<file path="src/sv/pht_pkg.sv">
// Shared types and constants for the path hash table.
// Holds command codes, hash constants and the stored slot layout; no dependencies.
package pht_pkg;

   localparam int BUCKETS_DEF = 4096;
   localparam int WAYS_DEF    = 4;

   localparam logic [16:0] HASH_PRIME = 17'd103669;
   localparam logic [12:0] HASH_SPAN  = 13'd5003;

   // floor(2^48 / prime) and floor(2^44 / span): the estimate is off by at most one
   localparam logic [31:0] PRIME_RCP = 32'((64'd1 << 48) / 64'd103669);
   localparam logic [31:0] SPAN_RCP  = 32'((64'd1 << 44) / 64'd5003);

   localparam int KEY_W = 56;
   localparam int TOT_W = 32;
   localparam int SYM_W = 16;
   localparam int CNT_W = 15;

   localparam logic [1:0] CMD_ADD   = 2'd0;
   localparam logic [1:0] CMD_FIND  = 2'd1;
   localparam logic [1:0] CMD_CLEAR = 2'd2;

   typedef struct packed {
      logic             valid;
      logic [KEY_W-1:0] key;
      logic [TOT_W-1:0] total;
      logic [SYM_W-1:0] symbol;
   } slot_type;

endpackage

</file>
<file path="src/sv/pht_hash.sv">
// Bucket index unit: staged multiplies with reciprocal modulo reduction.
// Depends on pht_pkg. Inputs must stay stable from start until done.
module pht_hash #(
   parameter int BUCKETS = pht_pkg::BUCKETS_DEF
) (
   input  logic                       clock,
   input  logic                       reset,
   input  logic                       start,
   input  logic [7:0]                 lang_model,
   input  logic [23:0]                in_pos,
   input  logic [15:0]                ctx_pos,
   output logic                       done,
   output logic [$clog2(BUCKETS)-1:0] bucket
);
   import pht_pkg::*;

   localparam int BW = $clog2(BUCKETS);
   localparam int NSTG = 11;
   localparam logic [22:0] BKT_RCP = 23'((64'd1 << 26) / 64'(BUCKETS));

   logic [NSTG-1:0] vld_ff;
   logic [31:0]     x_ff;
   logic [63:0]     m1_ff;
   logic [31:0]     qp_ff;
   logic [31:0]     h1_ff;
   logic [31:0]     y_ff;
   logic [63:0]     m2_ff;
   logic [31:0]     q2p_ff;
   logic [12:0]     src_ff;
   logic [35:0]     m3_ff;
   logic [31:0]     q3b_ff;
   logic [BW-1:0]   bucket_ff;

   logic [17:0] r1_in;
   logic [17:0] r1c_in;
   logic [13:0] r2_in;
   logic [12:0] r2c_in;
   logic [13:0] r3_in;
   logic [13:0] r3c_in;

   always_comb begin
      r1_in  = 18'(x_ff - qp_ff);
      r1c_in = (r1_in >= 18'(HASH_PRIME)) ? 18'(r1_in - 18'(HASH_PRIME)) : r1_in;
      r2_in  = 14'(y_ff - q2p_ff);
      r2c_in = (r2_in >= 14'(HASH_SPAN)) ? 13'(r2_in - 14'(HASH_SPAN)) : 13'(r2_in);
      r3_in  = 14'(32'(src_ff) - q3b_ff);
      r3c_in = (32'(r3_in) >= 32'(BUCKETS)) ? 14'(32'(r3_in) - 32'(BUCKETS)) : r3_in;
   end

   always_ff @(posedge clock) begin
      if (reset) begin
         vld_ff <= '0;
      end else begin
         vld_ff <= {vld_ff[NSTG-2:0], start};
      end
      x_ff      <= 32'((25'(in_pos) + 25'd1) * 33'(lang_model));
      m1_ff     <= 64'(x_ff) * 64'(PRIME_RCP);
      qp_ff     <= 32'(m1_ff[63:48] * 33'(HASH_PRIME));
      h1_ff     <= 32'(r1c_in) + 32'(lang_model) - 32'd1;
      y_ff      <= 32'(48'(ctx_pos) * 48'(h1_ff));
      m2_ff     <= 64'(y_ff) * 64'(SPAN_RCP);
      q2p_ff    <= 32'(m2_ff[63:44] * 33'(HASH_SPAN));
      src_ff    <= (ctx_pos == 16'd0) ? 13'(lang_model) : r2c_in;
      m3_ff     <= 36'(src_ff) * 36'(BKT_RCP);
      q3b_ff    <= 32'(m3_ff[35:26]) * 32'(BUCKETS);
      bucket_ff <= BW'(r3c_in);
   end

   assign done   = vld_ff[NSTG-1];
   assign bucket = bucket_ff;

   a_bucket_range: assert property (@(posedge clock) disable iff (reset)
      done |-> (32'(bucket_ff) < 32'(BUCKETS)))
      else $error("bucket index out of range");
   a_span_range: assert property (@(posedge clock) disable iff (reset)
      vld_ff[7] |-> (src_ff < HASH_SPAN))
      else $error("span remainder not reduced");
   a_prime_range: assert property (@(posedge clock) disable iff (reset)
      vld_ff[3] |-> ($past(r1c_in) < 18'(HASH_PRIME)))
      else $error("prime remainder not reduced");

endmodule

</file>
<file path="config.mk">
export PLATFORM = sky130hd
export DESIGN_NAME = pht_hash
export DESIGN_NICKNAME = d
export VERILOG_FILES = /design/src/sv/pht_pkg.sv /design/src/sv/pht_hash.sv
export SDC_FILE = /design/constraint.sdc
export NUM_CORES = 2
export LEC_CHECK = 0
export ABC_CLOCK_PERIOD_IN_PS = 11600
export BUFFER_PORTS_ARGS = -buffer_cell sky130_fd_sc_hd__buf_4
export CAP_MARGIN = 0
export CORE_ASPECT_RATIO = 0.9
export CORE_MARGIN = 1
export CORE_UTILIZATION = 60
export CTS_CLUSTER_DIAMETER = 30
export DETAILED_ROUTE_END_ITERATION = 8
export PLACE_DENSITY = 0.78
export SLEW_MARGIN = 20
export SYNTH_ARGS = -nofsm -noshare
export SYNTH_HDL_FRONTEND = slang
export SYNTH_SLANG_ARGS = --single-unit
</file>
<file path="constraint.sdc">
create_clock -name clock -period 11.6 [get_ports clock]
set_input_delay 2.32 -clock clock [delete_from_list [all_inputs] [get_ports clock]]
set_output_delay 2.32 -clock clock [all_outputs]
set_load 0.1 [all_outputs]
</file>
=== Yosys cells after proc, flatten, opt, wreduce, memory -nomap -nowiden ===
Index checks and enable logic that the tools add are counted.

* Add/subtract/negate cells: 9
* $lt $le $gt $ge: 3
* Reductions and logical operators: 1
* $mul: 6
* Muxes and demuxes: 4

{| class="wikitable"
|+ Operator list
! operator !! number
|-
| 32-bit by 32-bit multiplier with 64-bit output, second input constant || 1
|-
| 32-bit by 30-bit multiplier with 62-bit output, second input constant || 1
|-
| 16-bit by 32-bit multiplier with 32-bit output || 1
|-
| 25-bit by 8-bit multiplier with 32-bit output || 1
|-
| 14-bit by 13-bit greater-or-equal comparator with 1-bit output, second input constant || 2
|-
| 24-bit by 1-bit adder with 25-bit output, second input constant || 1
|-
| 20-bit by 13-bit multiplier with 14-bit output, second input constant || 1
|-
| 19-bit by 1-bit subtractor with 20-bit output, second input constant || 1
|-
| 18-bit by 8-bit adder with 19-bit output || 1
|-
| 18-bit by 17-bit greater-or-equal comparator with 1-bit output, second input constant || 1
|-
| 16-bit by 17-bit multiplier with 18-bit output, second input constant || 1
|-
| 18-bit 2-to-1 mux || 1
|-
| 18-bit by 17-bit subtractor with 18-bit output, second input constant || 1
|-
| 18-bit subtractor || 1
|-
| 16-bit zero test || 1
|-
| 13-bit by 13-bit subtractor with 14-bit output || 1
|-
| 14-bit subtractor || 1
|-
| 13-bit 2-to-1 mux || 1
|-
| 13-bit subtractor, second input constant || 1
|-
| 12-bit 2-to-1 mux || 1
|-
| 12-bit by 1-bit subtractor with 12-bit output, second input constant || 1
|-
| 8-bit 2-to-1 mux || 1
|}

* Logic and storage cells: 36
* Bits of input ports: 51
* Output and inout bits: 13
* Flip-flop bits (word level): 292

=== Longest topological paths before layout ===
* Depth in word-level cells: 5
* Gate-level depth with buffers: 31

=== Least setup slack after synthesis ===
OpenSTA, ideal clock, no wires.

* Kind: input -> register
* Start: input ctx_pos[13]
* End: register y_ff[31]
* Required time: 11.528 ns
* Arrival time: 8.267 ns
* Path buffers: 2
* Slack: 3.261 ns
* Cell stages on the path: 23
* Setup time: 0.072 ns
* Cell sequence: clkbuf_1 -> clkbuf_1 -> nand2_1 -> fa_1 -> fa_1 -> inv_1 -> fa_1 -> inv_1 -> fa_1 -> fa_1 -> inv_1 -> fa_1 -> ha_1 -> a21o_1 -> a211oi_1 -> nor3_1 -> a221o_1 -> or4_1 -> a31o_1 -> a21oi_2 -> nor2_1 -> o41ai_2 -> xnor2_1

* Cells in the longest elaborated chain, start to end: 1

{| class="wikitable"
|+ Ends and longest elaborated chain
! item !! RTL line !! text
|-
| from (decl) || pht_hash.sv:11 || <nowiki>input logic [15:0] ctx_pos,</nowiki>
|-
| 16-bit by 32-bit multiplier with 32-bit output || pht_hash.sv:60 || <nowiki>y_ff <= 32'(48'(ctx_pos) * 48'(h1_ff));</nowiki>
|-
| to (signal assigned) || pht_hash.sv:60 ||
|-
| to (decl) || pht_hash.sv:26 || <nowiki>logic [31:0] y_ff;</nowiki>
|}

No other way between the ends.
A chain may end at the register's enable or synchronous reset.

=== Worst setup path after layout ===
* Start: input in_pos[0]
* End: register x_ff[31]

* Cells in the longest elaborated chain, start to end: 2

{| class="wikitable"
|+ Ends and longest elaborated chain
! item !! RTL line !! text
|-
| from (decl) || pht_hash.sv:10 || <nowiki>input logic [23:0] in_pos,</nowiki>
|-
| 24-bit by 1-bit adder with 25-bit output || pht_hash.sv:56 || <nowiki>x_ff <= 32'((25'(in_pos) + 25'd1) * 33'(lang_model));</nowiki>
|-
| 25-bit by 8-bit multiplier with 32-bit output || pht_hash.sv:56 ||
|-
| to (signal assigned) || pht_hash.sv:56 ||
|-
| to (decl) || pht_hash.sv:22 || <nowiki>logic [31:0] x_ff;</nowiki>
|}

No other way between the ends.

==> reports/results.tsv <==
metric	value	unit
synth_area_leaders	fa_1 44%, ha_1 21%, inv_1 11%, dfxtp_1 6.0%, xnor2_1 2.8%	
synth_ff_type	dfxtp_1	
slew_viol_final	0	
core_area	98900	sq um
grt_start_max_net_pins	28	
synth.distinct_cells	82	
dp_hpwl	134000	um
hold_path.class	flop to flop	
areaGrowthSynthToFinish	4.05	%
hp-start	src_ff[1]	
tightest_slew	1.08	ns
worstSkewPairLatency	0.50	ns
wl	151000	um
clock_tree.root_cell	clkbuf_16	
cts_buffer_depth	2	
crit_top_cell	fa_1	
synth_edf_count	0	
seq_area_frac_synth	6.02	%
syn_area_per_cell	9.81	sq um
ant_nets	0	
cts_hold_buf	0	
syn_nets	8503	
ys_seq_elements	181	
r2r_slack	3.31	ns
yosys-top-cells-count	1,770 x inv_1, 1,327 x fa_1, 988 x ha_1	
start_util	60.9	%
drtIter0Drc	2694	
path_delay_family	adder cells	
grt_pass1_wl	241000	um
required	12.03	ns
reg2reg_depth	23	
crit_buf_inv	4	
setup_tns	0	ns
io_buffers	63	
worstPathArrival	8.76	ns
dr.pass1.iters	7	
critPathMaxFanout	12	
grt_setup_unrepaired	no	
drv_cap	0	
slew_headroom	28.2	%
tritoncts	done	
critPathKind	input port to flop	
outcome	completed	
ctsResizeCount	0	
rows	109	
cts_made_buffers	17	
synthesis.area	60200	sq um
die_area	102000	sq um
skew	0.0176	ns
viasPerCell	5.49	
grt_antenna_before_repair	6	
yosys_warnings	0	
htree_levels	4	
yosys.area.top_type_share	44.1	%
dr_total_vias	41100	
drc	0	
drive_above_1_share	2.07	%
yosysMostFrequentCell	inv_1	
synthCells	6137	
period_needed	8.34	ns
setup_violations	0	
place_area	62000	sq um
clk_pin_slew	0.08	ns
cts_setup_buffers	0	
post-route-period-util	71.9	%
grt_pass1_vias	44200	
worstPathCellList	buf_4, ha_1, nand3_1, xnor2_1, nand2_1, fa_1, fa_1, inv_1, fa_1, inv_1, fa_1, inv_1, ha_1, o21a_1, o31a_1, o32ai_1, o21ai_0, a21oi_1, a21oi_1, a31oi_1, o21ai_0, a21oi_1, xnor2_1	
synthArstFlopShare	0	%
fmax	0.120	GHz
slowest_delay	0.77	ns
fp.dieW	336	um
synth.largest_area_cell	fa_1	
setup.worst_path.end_class	flop	
cp_slowest_cell	xnor2_1	
numClockSinks	181	
grt_usage	31.1	%
reg2reg_from	y_ff[13]	
avgRoutedWirePerCell	20.2	um
gp_congestion	1.05	
die_h	303	um
cp-start-kind	input port	
grt_overflow_total	0	
rr_endpoint	m2_ff[51]	
hold_depth	0	
post-route-cell-area	62700	sq um
whs_endpoint	bucket[1]	
io_pins	64	
final_hold_viol_count	0	
nNetsFinal	8498	
-- placed cells by master (no fill, tap or decap), types with 8 or more instances in the layout --
master / count
a211o_1: 10
a211oi_1: 24
a21o_1: 74
a21oi_1: 142
a31oi_1: 11
and2_1: 200
and3_1: 24
buf_4: 69
clkbuf_16: 17
dfxtp_1: 181
fa_1: 1327
ha_1: 988
inv_1: 1770
nand2_1: 415
nand2b_1: 12
nand3_1: 39
nand4_1: 21
nor2_1: 126
nor2b_1: 34
nor3_1: 37
nor4_1: 13
o211ai_1: 8
o21a_1: 35
o21ai_0: 87
o21bai_1: 26
o31ai_1: 12
or3_1: 12
xnor2_1: 190
xor2_1: 98
-- layout make-up --
cell class	instances	area, sq um
repair buffers	69	518
flip-flops and latches	181	3620
diodes	1	2.50
well taps	1332	1670
multi-input cells	4093	49600
clock buffers	17	425
fillers	8146	36200
inverters	1770	6640
clock inverters	15	185
-- flip-flops by register name, indices dropped and copies added (netlist names) --
register	cells
q2p_ff	14
x_ff	32
h1_ff	20
qp_ff	18
bucket	12
vld_ff	11
m1_ff	16
src_ff	12
m2_ff	14
y_ff	32
-- metal layers --
layer	track usage (%)	part of all wire, %	up-vias
met3	5.23	7.0	308
met5	0	0.037	-
li1	-	-	18600
met1	41.3	41	20800
met4	10.9	3.8	10
met2	51.7	48	1401
-- worst max-delay path by stage --
stage / cells after the start / to / startpoint
global placement: 22 / y_ff[27] / ctx_pos[1]
detailed placement: 24 / y_ff[31] / ctx_pos[1]
floorplan: 23 / y_ff[31] / ctx_pos[13]
global route: 26 / x_ff[31] / in_pos[2]
CTS: 23 / m2_ff[51] / y_ff[13]
finish: 23 / x_ff[31] / in_pos[0]
-- stage by stage --
step,hold WS (ns),util [%],worst slack [ns],std cells
5_1_grt,0.334,63.4,2.97,7477
3_5_place_dp,0.313,62.7,2.90,7445
3_3_place_gp,0.312,62.7,2.91,7445
6_report,0.329,63.4,3.26,7478
2_1_floorplan,0.310,-,3.26,6137
4_1_cts,0.331,63.4,3.33,7477
-- cell families after synthesis --
kind of cell | synth area share, %
adders and majority gates | 64.6
buffers and inverters | 11.6
and+or+nand+nor | 7.84
AOI/OAI and AO/OA | 5.54
xor gates and xnor gates | 4.19
DFF | 6.02
muxes | 0.135
Power is not shown: default switching activity piles up to over one toggle a cycle in this logic, so the estimate is an artifact.
